==> config.mk <==
export PLATFORM = sky130hd
export DESIGN_NAME = wtcm_mul
export DESIGN_NICKNAME = d
export VERILOG_FILES = /design/src/rtl/core/wtcm_pkg.sv /design/src/rtl/core/wtcm_mul.sv
export SDC_FILE = /design/constraint.sdc
export NUM_CORES = 2
export LEC_CHECK = 0
export BUFFER_PORTS_ARGS = -buffer_cell sky130_fd_sc_hd__buf_4
export CAP_MARGIN = 10
export CORE_UTILIZATION = 57
export CTS_CLUSTER_DIAMETER = 200
export DETAILED_ROUTE_END_ITERATION = 16
export GPL_ROUTABILITY_DRIVEN = 0
export PLACE_DENSITY = 0.74
export SYNTH_ARGS = -nofsm -noshare
export SYNTH_HDL_FRONTEND = slang
export SYNTH_SLANG_ARGS = --single-unit
export TNS_END_PERCENT = 30
==> constraint.sdc <==
create_clock -name clk -period 9.3 [get_ports clk]
set_input_delay 0.93 -clock clk [delete_from_list [all_inputs] [get_ports clk]]
set_output_delay 0.93 -clock clk [all_outputs]
set_load 0.02 [all_outputs]
==> src/rtl/core/wtcm_pkg.sv <==
// Package of the wall texture column mapper: widths, codes and helpers.
// Used by every module of the block; depends on nothing.
`timescale 1ns / 1ps

package wtcm_pkg;

	// Fixed-point formats.
	localparam int FRAC_BITS   = 16;
	localparam int DIR_FRAC    = 14;
	localparam int MAX_TEX_DIM = 4096;

	// Field and register widths.
	localparam int CFG_W   = 13;
	localparam int COL_W   = 12;
	localparam int TEX_W   = 12;
	localparam int Y_W     = 15;
	localparam int ROW_W   = 16;
	localparam int POS_W   = 24;
	localparam int DIRV_W  = 16;
	localparam int WH_W    = 15;
	localparam int ADDR_W  = 4;
	localparam int DATA_W  = 32;

	// Derived datapath widths.
	localparam int STEP_W  = CFG_W + FRAC_BITS;
	localparam int TPOS_W  = 48;
	localparam int MUL_A_W = 30;
	localparam int MUL_B_W = 25;
	localparam int MUL_P_W = MUL_A_W + MUL_B_W;
	localparam int BASE_W  = 17;
	localparam int CNT_W   = $clog2(STEP_W + 1);

	// Register indexes.
	localparam logic [1:0] REG_TEX_WIDTH  = 2'd0;
	localparam logic [1:0] REG_TEX_HEIGHT = 2'd1;
	localparam logic [1:0] REG_SCR_HEIGHT = 2'd2;

	// Command codes.
	localparam logic CMD_BEGIN = 1'b0;
	localparam logic CMD_STEP  = 1'b1;

	// Request to the divider.
	typedef struct packed {
		logic              start;
		logic [STEP_W-1:0] dividend;
		logic [WH_W-1:0]   divisor;
	} div_req_t;

	// Status returned by the divider.
	typedef struct packed {
		logic              busy;
		logic [STEP_W-1:0] quotient;
	} div_rsp_t;

	// A zero texture size acts as one, a size above the maximum as the maximum.
	function automatic logic [CFG_W-1:0] eff_dim(input logic [CFG_W-1:0] v);
		logic [CFG_W-1:0] r;
		if (v == '0)
			r = CFG_W'(1);
		else if (v > CFG_W'(MAX_TEX_DIM))
			r = CFG_W'(MAX_TEX_DIM);
		else
			r = v;
		return r;
	endfunction

endpackage

==> src/rtl/core/wtcm_mul.sv <==
// Shared signed multiplier of the column mapper with a registered product.
// Depends on wtcm_pkg for the operand widths.
`timescale 1ns / 1ps

module wtcm_mul
	import wtcm_pkg::*;
(
	input  logic                      clk,
	input  logic signed [MUL_A_W-1:0] a,
	input  logic signed [MUL_B_W-1:0] b,
	output logic signed [MUL_P_W-1:0] p_q
);

	// One product per cycle, registered before any further use.
	always_ff @(posedge clk) begin
		p_q <= MUL_P_W'(a) * MUL_P_W'(b);
	end

endmodule

==> results.tsv <==
stage	metric	value	unit
synthesis	synthCells	2952	
synthesis	synth_cell_types	58	
synthesis	ys_seq_area_share	3.966	%
cts	cts_tree	yes	
worst_hold_path	whs_endpoint	p_q[0]$_DFF_P_	
drt	drt-pass1-iter-count	5	
setup_path	crit_fanout	25	
floorplanning	die_w	222.7	um
floorplanning	row_count	80	
floorplanning	ios	111	
floorplanning	core-area	47850	um2
final_layout	area_delta_synth_final	4.403	%
timing	maxSlewViolCount	0	
floorplanning	fp.dieArea	49590	um2
outcome	status	finished clean	
drt	drcViolationCount	0	
global_routing	grt_pass1_wl	113700	um
synthesis	netlist_area	27760	um2
setup_path	critPathLaunchType	input pin	
timing	fin_setup_tns	0	ps
timing	worst_slack	1220	ps
global_routing	gr-total-overflow	0	
final_layout	max_flop_register	p_q	
setup_path	critical_path_class	in -> reg	
final_layout	fillers	4009	
timing	max_freq	0.1238	GHz
drt	first_iter_violations	1359	
timing	setup_violations	0	
synthesis	synth.most_common_cell	fa_1	
synthesis	synthTopCellsByArea	fa_1 (56%), inv_1 (10%), and2_1 (8.2%)	
synthesis	synth_warnings	0	
synthesis	yosysTopAreaCellShare	55.74	%
cts	hold_buffers	0	
cts	cts_root_buffer	clkbuf_16	
synthesis	synth_edf_count	0	
floorplanning	initial_core_util	58.03	%
drt	wl	68700	um
timing	period_minus_slack	8080	ps
timing	hold_violations	0	
setup_path	end_kind	flop	
final_layout	stdcell_count	3545	
cts	clkSinkCount	55	
cts	htreeDepth	2	
final_layout	largest_reg_flops	55	
place	dp_hpwl	56850	um
global_routing	antenna_found_initial	2	
setup_path	crit_required	9530	ps
cts	clockBufferDepth	2	
place	post-place-cells	3536	
worst_hold_path	hp-class	in -> reg	
worst_hold_path	worstHoldStart	a[0]	
drt	antenna_left	0	
cts	clkTransAtPathRegs	80	ps
synthesis	synth.avg_cell_area	9.405	um2
run	drv_cap	0	
timing	worst_slew_pin_slew	794.6	ps
cts	cts_made_buffers	5	
cts	post-cts-setup-buffers	0	
place	portBuffers	110	
drt	via_per_inst	5.506	
final_layout	nets	3908	
synthesis	yosys.area.top_type	fa_1	
global_routing	grt_pass1_vias	22180	
timing	fin_crit_sh	86.88	%
timing	slew_headroom	47.03	%
synthesis	synth_common_cells	fa_1 (773), inv_1 (753), nand2_1 (395)	
drt	num_vias	19520	
synthesis	synth_fp_nets	3932	
final_layout	reg_top3	p_q x55	
setup_path	worstPathArrival	8310	ps
synthesis	synth-main-ff-cell	dfxtp_1	
global_routing	grt_max_degree	32	
final_layout	drive_above_1_share	4.643	%
worst_hold_path	worstHoldPathCells	2	
synthesis	yosys_register_bits	55	
place	pre_cts_ws	961.0	ps
global_routing	grt_use_total	29.71	%
synthesis	async_reset_ff_share	0	%
drt	wl_per_cell	19.38	um
cts	cts_resized	0	
floorplanning	dieHeight	222.7	um
timing	rsz0062_at_grt	false	
layer usage:
metal	GRT usage, %	wire length (um)	up-vias
met2	50.59	34730	826
li1	-	-	8347
met1	37.03	25550	10150
met4	16.20	3971	0
met3	3.650	4444	199
met5	0	0	-
through the flow:
step / instance area (um2) / util (%) / hold WS [ps]
after CTS: 28980 / 60.58 / 1021
after global routing: 28990 / 60.58 / 1040
final: 28990 / 60.58 / 1030
after floorplan: 27760 / - / 1252
after detailed placement: 28830 / 60.26 / 1344
after global placement: 28830 / 60.26 / 1344
worst max-delay path, cell delays in order:
cell and delay (ps):
buf_4 300, nand2_1 160, inv_1 150, fa_1 560, fa_1 690, inv_1 200, fa_1 530, inv_1 50
fa_1 490, fa_1 520, fa_1 530, inv_1 70, fa_1 490, inv_1 50, ha_1 330, a21oi_1 260
o2111ai_1 150, a21o_1 190, a31o_1 250, a31oi_4 320, o21ai_2 130, a311o_1 370, or4_1 390, and4_1 180
worst max path at each step:
stage           from              end  cells after the start
5_1_grt        a[29]  p_q[54]$_DFF_P_                     24
3_5_place_dp   a[29]  p_q[54]$_DFF_P_                     24
6_report       a[29]  p_q[54]$_DFF_P_                     24
2_1_floorplan  a[29]  p_q[54]$_DFF_P_                     22
4_1_cts        a[29]  p_q[54]$_DFF_P_                     24
3_3_place_gp    b[1]  p_q[54]$_DFF_P_                     24
cell usage in the layout (no fill, tap or decap), drive strengths merged, types with 3 or more instances in the layout:
master / instances
fa: 773
inv: 755
nand2: 395
and2: 362
ha: 151
buf: 114
a21oi: 56
dfxtp: 55
xnor2: 48
nor2b: 26
nor2: 24
o21ai: 20
a21o: 18
nand3: 16
xor2: 12
nand2b: 12
o21bai: 9
a31oi: 7
o211ai: 7
o21a: 6
nor3: 6
and3: 6
nand4: 5
clkbuf: 5
a311o: 4
nor4: 4
and4: 3
or4: 3
a211oi: 3
a311oi: 3
final cells by class:
| class | instances | area (um2) | area share [%] |
|---|---|---|---|
| clock inverter | 3 | 27.53 | 0.09497 |
| clock buffer | 5 | 125.1 | 0.4317 |
| sequential | 55 | 1101 | 3.799 |
| tap | 615 | 769.5 | 2.655 |
| timing repair buffer | 114 | 855.8 | 2.953 |
| antenna | 1 | 2.502 | 0.008633 |
| inverter | 753 | 2826 | 9.751 |
| multi-input combinational | 1999 | 23280 | 80.31 |
kinds of logic (layout without fill, tap and decap cells):
group / after synthesis / after routing / synth area share (%)
mux: 2 / 2 / 0.07661
flops: 55 / 55 / 3.966
other cells: 0 / 1 / 0
buf+inv: 898 / 875 / 12.19
xor+xnor: 60 / 60 / 1.893
compound gates: 148 / 148 / 3.642
fa+ha+maj: 924 / 924 / 62.54
simple gates: 865 / 865 / 15.69
Power is left out: the tool's default activity adds up to more than one toggle a clock period on the data nets, which glitch-free logic cannot reach.
