$ cat config.mk
export PLATFORM = sky130hd
export DESIGN_NAME = wtcm_div
export DESIGN_NICKNAME = d
export VERILOG_FILES = /design/src/rtl/core/wtcm_pkg.sv /design/src/rtl/core/wtcm_div.sv
export SDC_FILE = /design/constraint.sdc
export NUM_CORES = 1
export LEC_CHECK = 0
export BUFFER_PORTS_ARGS = -buffer_cell sky130_fd_sc_hd__buf_4
export CAP_MARGIN = 30
export CELL_PAD_IN_SITES_DETAIL_PLACEMENT = 1
export CELL_PAD_IN_SITES_GLOBAL_PLACEMENT = 1
export CORE_MARGIN = 2
export CORE_UTILIZATION = 41
export DETAILED_ROUTE_END_ITERATION = 6
export GPL_TIMING_DRIVEN = 0
export HOLD_SLACK_MARGIN = 0.12
export PLACE_DENSITY_LB_ADDON = 0.05
export SETUP_SLACK_MARGIN = 0.5
export SYNTH_ARGS = -nofsm -noshare
export SYNTH_HDL_FRONTEND = slang
export SYNTH_SLANG_ARGS = --single-unit
$ cat constraint.sdc
create_clock -name clk -period 3.5 [get_ports clk]
set_clock_uncertainty 0.1 [all_clocks]
set_input_delay 0.7 -clock clk [delete_from_list [all_inputs] [get_ports clk]]
set_output_delay 0.7 -clock clk [all_outputs]
set_load 0.03 [all_outputs]
$ cat src/rtl/core/wtcm_pkg.sv
// Package of the wall texture column mapper: widths, codes and helpers.
// Used by every module of the block; depends on nothing.
`timescale 1ns / 1ps

package wtcm_pkg;

	// Fixed-point formats.
	localparam int FRAC_BITS   = 16;
	localparam int DIR_FRAC    = 14;
	localparam int MAX_TEX_DIM = 4096;

	// Field and register widths.
	localparam int CFG_W   = 13;
	localparam int COL_W   = 12;
	localparam int TEX_W   = 12;
	localparam int Y_W     = 15;
	localparam int ROW_W   = 16;
	localparam int POS_W   = 24;
	localparam int DIRV_W  = 16;
	localparam int WH_W    = 15;
	localparam int ADDR_W  = 4;
	localparam int DATA_W  = 32;

	// Derived datapath widths.
	localparam int STEP_W  = CFG_W + FRAC_BITS;
	localparam int TPOS_W  = 48;
	localparam int MUL_A_W = 30;
	localparam int MUL_B_W = 25;
	localparam int MUL_P_W = MUL_A_W + MUL_B_W;
	localparam int BASE_W  = 17;
	localparam int CNT_W   = $clog2(STEP_W + 1);

	// Register indexes.
	localparam logic [1:0] REG_TEX_WIDTH  = 2'd0;
	localparam logic [1:0] REG_TEX_HEIGHT = 2'd1;
	localparam logic [1:0] REG_SCR_HEIGHT = 2'd2;

	// Command codes.
	localparam logic CMD_BEGIN = 1'b0;
	localparam logic CMD_STEP  = 1'b1;

	// Request to the divider.
	typedef struct packed {
		logic              start;
		logic [STEP_W-1:0] dividend;
		logic [WH_W-1:0]   divisor;
	} div_req_t;

	// Status returned by the divider.
	typedef struct packed {
		logic              busy;
		logic [STEP_W-1:0] quotient;
	} div_rsp_t;

	// A zero texture size acts as one, a size above the maximum as the maximum.
	function automatic logic [CFG_W-1:0] eff_dim(input logic [CFG_W-1:0] v);
		logic [CFG_W-1:0] r;
		if (v == '0)
			r = CFG_W'(1);
		else if (v > CFG_W'(MAX_TEX_DIM))
			r = CFG_W'(MAX_TEX_DIM);
		else
			r = v;
		return r;
	endfunction

endpackage

$ cat src/rtl/core/wtcm_div.sv
// Restoring divider that forms the vertical texture step, one quotient bit per cycle.
// Depends on wtcm_pkg for widths and the request and status structs.
`timescale 1ns / 1ps

module wtcm_div
	import wtcm_pkg::*;
(
	input  logic     clk,
	input  logic     arst_n,
	input  div_req_t req,
	output div_rsp_t rsp
);

	logic              busy_q;
	logic [CNT_W-1:0]  cnt_q;
	logic [STEP_W-1:0] quo_q;
	logic [WH_W-1:0]   rem_q;
	logic [WH_W-1:0]   dvs_q;
	logic [WH_W:0]     trial;
	logic [WH_W+1:0]   diff;
	logic              borrow;

	// Trial subtraction of the divisor from the shifted partial remainder.
	always_comb begin
		trial  = {rem_q, quo_q[STEP_W-1]};
		diff   = {1'b0, trial} - {2'b00, dvs_q};
		borrow = diff[WH_W+1];
	end

	// Iteration: shift in one dividend bit and settle one quotient bit.
	always_ff @(posedge clk or negedge arst_n) begin
		if (!arst_n) begin
			busy_q <= 1'b0;
			cnt_q  <= '0;
			quo_q  <= '0;
			rem_q  <= '0;
			dvs_q  <= '0;
		end else if (req.start) begin
			busy_q <= 1'b1;
			cnt_q  <= CNT_W'(STEP_W);
			quo_q  <= req.dividend;
			rem_q  <= '0;
			dvs_q  <= req.divisor;
		end else if (busy_q) begin
			quo_q <= {quo_q[STEP_W-2:0], ~borrow};
			rem_q <= borrow ? trial[WH_W-1:0] : diff[WH_W-1:0];
			cnt_q <= cnt_q - CNT_W'(1);
			if (cnt_q == CNT_W'(1))
				busy_q <= 1'b0;
		end
	end

	assign rsp.busy     = busy_q;
	assign rsp.quotient = quo_q;

endmodule

==> results of run 1 <==
-- cells by family (layout without fill, tap and decap cells) --
| group | after synthesis | after routing | synth area share (%) |
|---|---|---|---|
| muxes | 29 | 29 | 8.079 |
| xor gates and xnor gates | 16 | 16 | 3.883 |
| buffers and inverters | 45 | 150 | 5.444 |
| adders and majority gates | 18 | 18 | 6.449 |
| AOI/OAI and AO/OA | 98 | 98 | 18.31 |
| DFF | 65 | 65 | 45.08 |
| and+or+nand+nor | 112 | 112 | 12.76 |
-- layout make-up --
class	count	share of cell area [%]
sequential	65	34.32
tap	108	2.849
timing repair buffer	89	14.17
multi-input combinational	273	39.65
inverter	22	1.741
clock inverter	6	1.899
buffer	23	2.480
clock buffer	10	2.902
-- per-stage QoR --
step           total power, W  area (sq um)  setup WS, ns
2_1_floorplan        0.002084          3612        0.5210
3_3_place_gp         0.002416          4310        0.2862
3_5_place_dp         0.002480          4310        0.1970
4_1_cts              0.003329          4591        0.5120
5_1_grt              0.003787          4743        0.2303
6_report             0.003541          4743        0.3715
-- metal layers --
layer,global-route usage [%],vias to the layer above,wire length (microns)
met3,3.579,11,293
met4,7.158,0,119
met1,29.15,1550,4760
met5,0,-,0
li1,-,1517,-
met2,37.61,47,5246
-- state kept, by name (all words and copies together), names as in the netlist --
name    cells
rem_q      15
busy_q      1
quo_q      29
cnt_q       5
dvs_q      15
-- power breakdown --
part           switching (W)  total (W)  leakage [nW]  internal, W
logic               0.000953    0.00178          1.53     0.000827
clock network       0.000317   0.000740         0.113     0.000423
registers           0.000137    0.00102         0.794     0.000885
total                0.00141    0.00354          2.43      0.00213
-- repair_timing --
action                                  in CTS  in global routing
setup buffers                                6                  7
endpoints found under the setup margin      16                 16
cloned                                       0                  1
gates resized for setup                      1                 22
pin swaps                                    3                 13
-- cell usage in the layout, fill, tap and decap left out, types with 3 or more instances in the layout --
cell type / count
mux2i_1: 28
o21ai_0: 43
nor3_1: 3
a21oi_2: 4
ha_1: 16
a21oi_1: 10
o21a_1: 3
nand2_1: 70
a311oi_2: 4
xor2_1: 5
a311oi_1: 6
clkbuf_8: 10
nand3_1: 3
xnor2_1: 11
dfrtp_1: 64
nand2b_1: 4
nor2_1: 19
nand2_2: 5
a21o_1: 6
buf_6: 3
buf_4: 89
clkbuf_1: 17
inv_1: 20
-- worst paths after layout --
| kind | from | endpoint | slack, ns | depth (start not counted) |
|---|---|---|---|---|
| worst max-delay path | quo_q[28]$_DFFE_PN0P_ | rem_q[10]$_DFFE_PN0P_ | 0.37 | 13 |
| worst min-delay path | arst_n | rem_q[11]$_DFFE_PN0P_ | 0.33 | 1 |
| worst max register to register | quo_q[28]$_DFFE_PN0P_ | rem_q[10]$_DFFE_PN0P_ | 0.37 | 13 |
| worst min register to register | dvs_q[4]$_DFFE_PN0P_ | dvs_q[4]$_DFFE_PN0P_ | 0.44 | 2 |
| max in group asynchronous | arst_n | quo_q[28]$_DFFE_PN0P_ | 2.34 | 1 |
| min in group clk | dvs_q[4]$_DFFE_PN0P_ | dvs_q[4]$_DFFE_PN0P_ | 0.44 | 2 |
==> results.py, run 1 <==
metrics = {
    "sta": {
        "rsz0062_at_grt": "yes",
        "post-route-min-period_ns": 3.128,
        "slew_violations": 0,
        "worstMarginPinSlew_ns": 0.8581,
        "whs_ns": 0.3282,
        "achievable-frequency_mhz": 319.6,
        "setup_tns_ns": 0,
        "max_slew_margin_pct": 42.80,
        "finalHoldViolCount": 0,
        "period_share_pct": 89.38,
        "final-setup-viol-count": 0,
    },
    "drt": {
        "antenna_left": 0,
        "dr.pass1.iters": 4,
        "routedWlPerCell_microns": 17.48,
        "avgViaCountPerCell": 5.243,
        "vias": 3125,
        "wl_mm": 10.42,
        "drtIter0Drc": 59,
        "drc": 0,
    },
    "floorplan": {
        "die_h_microns": 97.82,
        "num_io_pins": 77,
        "die_x_microns": 97.82,
        "die_area_sq_um": 9568,
        "start_util_pct": 41.78,
        "fp-row-count": 34,
        "core_sq_um": 8636,
    },
    "critical_path": {
        "max_stage_delay_ns": 0.45,
        "worstSetupPathType": "reg -> reg",
        "path_delay_family": "compound AO/OA/AOI/OAI gates",
        "crit_arrival_ns": 3.29,
        "cp.required_ns": 3.66,
        "slowest_stage": "a2111oi_4",
        "end_kind": "register",
        "cp-start-kind": "register",
        "path_buf_inv": 3,
        "cp_max_fo": 5,
        "crit_chain": "inv_2 -> ha_4 -> inv_2 -> fa_2 -> a21o_1 -> a221o_1 -> a21oi_4 -> a21oi_4 -> a2111oi_4 -> buf_4 -> a21oi_2 -> o21bai_4 -> a211oi_2",
    },
    "run": {
        "max_cap_viol_count": 0,
    },
    "yosys": {
        "synth_nets": 448,
        "synth_edf_count": 0,
        "syn_area_sq_um": 3608,
        "synth_top_area_share_pct": 45.08,
        "yosysMostFrequentCell": "nand2_1",
        "ys_seq_area_share_pct": 45.08,
        "synthDistinctLibCells": 46,
        "syn_inst": 383,
        "synthTopCellsByCount": "73 x nand2_1, 65 x dfrtp_1, 44 x o21ai_0",
        "yosys_warnings": 0,
        "yosysTopAreaCell": "dfrtp_1",
        "async_flop_share_pct": 100.0,
        "ys.flop_type": "dfrtp_1",
        "syn_area_per_cell_sq_um": 9.422,
        "synthTopCellsByArea": "dfrtp_1 45%, mux2i_1 7.8%, nand2_1 7.6%, o21ai_0 6.1%, ha_1 5.9%",
        "synth_seq_cells": 65,
    },
    "hold_path": {
        "hold_class": "in -> async",
    },
    "clocking": {
        "h-tree-depth": 3,
        "cts_tree": "done",
        "clk_pin_slew_worst_paths_ns": 0.08,
        "cts_hold_buf": 0,
        "cts_sinks": 65,
        "clkLatencyLatePin_ns": 0.35,
        "cts_buffer_depth": 2,
        "root_buffer": "clkbuf_8",
        "cts_buffers": 9,
    },
    "final_layout": {
        "post-route-util_pct": 54.93,
        "multi_input_area_sq_um": 1881,
        "nFillCells": 1008,
        "n_antenna_cell": 0,
        "drive_gt1_share_pct": 28.69,
        "seqCellArea_sq_um": 1628,
        "final_nets": 548,
        "fin_cells": 596,
        "syn_to_final_growth_pct": 31.45,
    },
    "placed_design": {
        "dp_hpwl_mm": 7.122,
        "globalplace.congestion": 0.8203,
        "numPortBuffers": 75,
        "dp.cells": 566,
    },
    "power_and_ir_drop": {
        "ir_worst_vdd_uv": 328.9,
        "p_leak_nw": 2.435,
        "p_per_area_nw_per_um2": 746.6,
    },
    "global_route": {
        "grt_pass1_wl_mm": 17.02,
        "overflow": 0,
        "antenna_found_initial": 0,
        "grt_pass1_vias": 3445,
        "grt_max_degree": 66,
        "track_usage_pct": 22.17,
    },
    "outcome": {
        "status": "finished clean",
    },
}
Power figures use the tool's default switching activity.
==> run 2, diff against run 1 <==
Settings changed: ABC_AREA set to 1, CORE_UTILIZATION 41 to 40.
==> results.py, run 2 <==
metrics = {
    "clocking": {
        "clk_pin_slew_worst_paths_ns": 0.08,
        "h-tree-depth": 3,
        "clkLatencyLatePin_ns": 0.35,
        "cts_buffer_depth": 2,
        "postCtsSetupBuffers": 0,
        "cts_hold_buf": 0,
        "cts_sinks": 65,
        "cts_resized": 0,
        "cts_buffers": 9,
        "root_buffer": "clkbuf_8",
        "cts_tree": "done",
    },
    "floorplan": {
        "fp-row-count": 35,
        "die_area_sq_um": 10070,
        "start_util_pct": 40.76,
        "die_x_microns": 100.3,
        "core_sq_um": 9109,
        "num_io_pins": 77,
        "die_h_microns": 100.3,
    },
    "global_route": {
        "grt_pass1_wl_mm": 18.49,
        "grt_max_degree": 66,
        "antenna_found_initial": 0,
        "grt_pass1_vias": 3873,
        "track_usage_pct": 23.53,
        "overflow": 0,
    },
    "drt": {
        "wl_mm": 10.80,
        "vias": 3488,
        "dr.pass1.iters": 4,
        "routedWlPerCell_microns": 15.61,
        "avgViaCountPerCell": 5.040,
        "drc": 0,
        "antenna_left": 0,
        "drtIter0Drc": 92,
    },
    "sta": {
        "slew_violations": 0,
        "post-route-min-period_ns": 2.459,
        "achievable-frequency_mhz": 406.6,
        "finalHoldViolCount": 0,
        "final-setup-viol-count": 0,
        "setup_tns_ns": 0,
        "period_share_pct": 70.27,
        "setup_slack_ns": 1.041,
        "rsz0062_at_grt": "no",
        "worstMarginPinSlew_ns": 0.8469,
        "max_slew_margin_pct": 43.54,
    },
    "critical_path": {
        "cp.required_ns": 3.63,
        "cp-start-kind": "register",
        "worstSetupPathType": "reg -> reg",
        "end_kind": "register",
        "r2r_setup_slack_ns": 1.04,
        "cp_max_fo": 10,
        "crit_arrival_ns": 2.59,
    },
    "final_layout": {
        "top_register": "quo_q",
        "final_nets": 641,
        "final_cell_mix": "178 x nand2_1, 77 x inv_1, 77 x buf_4",
        "drive_gt1_share_pct": 18.59,
        "largestRegisters": "quo_q: 29 flops, dvs_q: 15 flops, rem_q: 15 flops",
        "n_antenna_cell": 0,
        "layout.cells.most_common": "nand2_1",
        "syn_to_final_growth_pct": 24.44,
        "largest_reg_flops": 29,
    },
    "power_and_ir_drop": {
        "p_leak_nw": 2.500,
        "p_per_area_nw_per_um2": 718.9,
        "ir_worst_vdd_uv": 206.6,
        "power.total_w": 0.003321,
    },
    "yosys": {
        "syn_area_sq_um": 3712,
        "syn_area_per_cell_sq_um": 7.576,
        "synth_compound_area_share_pct": 12.34,
        "async_flop_share_pct": 100.0,
        "ys_seq_area_share_pct": 43.82,
        "synthDistinctLibCells": 35,
        "synthTopCellsByCount": "178 x nand2_1, 77 x inv_1, 65 x dfrtp_1",
        "yosysMostFrequentCell": "nand2_1",
        "syn_inst": 490,
        "yosysTopAreaCell": "dfrtp_1",
        "yosys-mux-area-fraction_pct": 0.3033,
        "synth-xor-area-share_pct": 1.416,
        "synth-simple-area-share_pct": 25.38,
        "synthAdderAreaFrac_pct": 6.269,
        "yosys_warnings": 0,
        "synth_top_family_by_area": "simple AND/OR/NAND/NOR gates",
        "synth_edf_count": 0,
        "ys.flop_type": "dfrtp_1",
        "synth_top_area_share_pct": 43.82,
        "synth_seq_cells": 65,
        "synthTopCellsByArea": "dfrtp_1 44%, nand2_1 18%, inv_1 7.8%, ha_1 5.7%, nand3_1 3.2%",
        "synth_nets": 555,
    },
    "placed_design": {
        "post-place-ws_ns": 1.035,
        "numPortBuffers": 75,
        "dp_hpwl_mm": 8.230,
        "globalplace.congestion": 0.8515,
    },
    "hold_path": {
        "hold_class": "in -> async",
    },
    "run": {
        "max_cap_viol_count": 0,
    },
    "outcome": {
        "status": "finished clean",
    },
}
==> run 2: changes by cell type in the layout (fill, tap and decap cells not counted), sizes merged, moves of 6 or more <==
cell,change
clkbuf,-7
nand3,+21
xnor2,-8
nand2,+107
inv,+55
nor2,-7
a21o,-6
a311oi,-10
o211ai,+10
buf,-11
o221ai,+13
mux2i,-28
o21ai,-17
==> run 2: metrics by stage <==
step | cell area, sq um | hold slack, ns | instances | utilization, %
finish | 4619 | 0.3447 | 692 | 50.71
global route | 4619 | 0.4085 | 692 | 50.71
CTS | 4619 | 0.3897 | 692 | 50.71
detailed placement | 4414 | 0.3932 | 676 | 48.46
global placement | 4414 | 0.3825 | 676 | 48.46
floorplan | 3712 | 0.3044 | 490 | -
==> run 2: path summary, 6_finish.rpt <==
kind / start / endpoint / cells after the start
max in group asynchronous: arst_n / dvs_q[11]$_DFFE_PN0P_ / 1
min reg2reg: rem_q[8]$_DFFE_PN0P_ / rem_q[8]$_DFFE_PN0P_ / 2
min: arst_n / dvs_q[4]$_DFFE_PN0P_ / 1
max: quo_q[28]$_DFFE_PN0P_ / rem_q[9]$_DFFE_PN0P_ / 14
min in group clk: rem_q[8]$_DFFE_PN0P_ / rem_q[8]$_DFFE_PN0P_ / 2
max reg2reg: quo_q[28]$_DFFE_PN0P_ / rem_q[9]$_DFFE_PN0P_ / 14
==> run 2: critical path, stage by stage, from the launching register on <==
cell and delay [ns]:
dfrtp_1 0.40, inv_1 0.09, ha_1 0.16, inv_1 0.07, fa_1 0.42, nand3_1 0.12
nand2_2 0.10, nand2_1 0.08, nand2_1 0.11, nand2_1 0.10, nand2_2 0.09, buf_6 0.16
or2_1 0.20, nand3_1 0.09, nand2_1 0.05
==> run 2: logic make-up after synthesis <==
group | count (synthesis)
AOI/OAI and AO/OA | 71
xor gates and xnor gates | 6
adders and majority gates | 18
buffers and inverters | 97
DFF | 65
muxes | 1
and+or+nand+nor | 232
==> run 2: power breakdown <==
group	total, W	internal, W	switching, W	leakage [nW]
logic	0.00164	0.000601	0.00104	1.61
registers	0.00102	0.000901	0.000119	0.794
clock network	0.000663	0.000349	0.000314	0.0985
total	0.00332	0.00185	0.00147	2.50
==> run 2: final cells by class <==
cell class              instances  area (sq um)
fillers                      1165          4489
clock buffers                  10         137.6
inverters                      78         292.8
clock inverters                 6         67.56
plain buffers                  19         96.34
multi-input cells             328          1697
flip-flops and latches         65          1627
well taps                     111         138.9
repair buffers                 75         563.0
==> run 2: metal layers <==
| metal | global-route usage [%] | routed length (microns) | vias up |
|---|---|---|---|
| met1 | 28.17 | 4867 | 1688 |
| met3 | 5.850 | 513 | 10 |
| met5 | 0 | 0 | - |
| met2 | 41.71 | 5274 | 65 |
| met4 | 6.955 | 148 | 0 |
| li1 | - | - | 1725 |
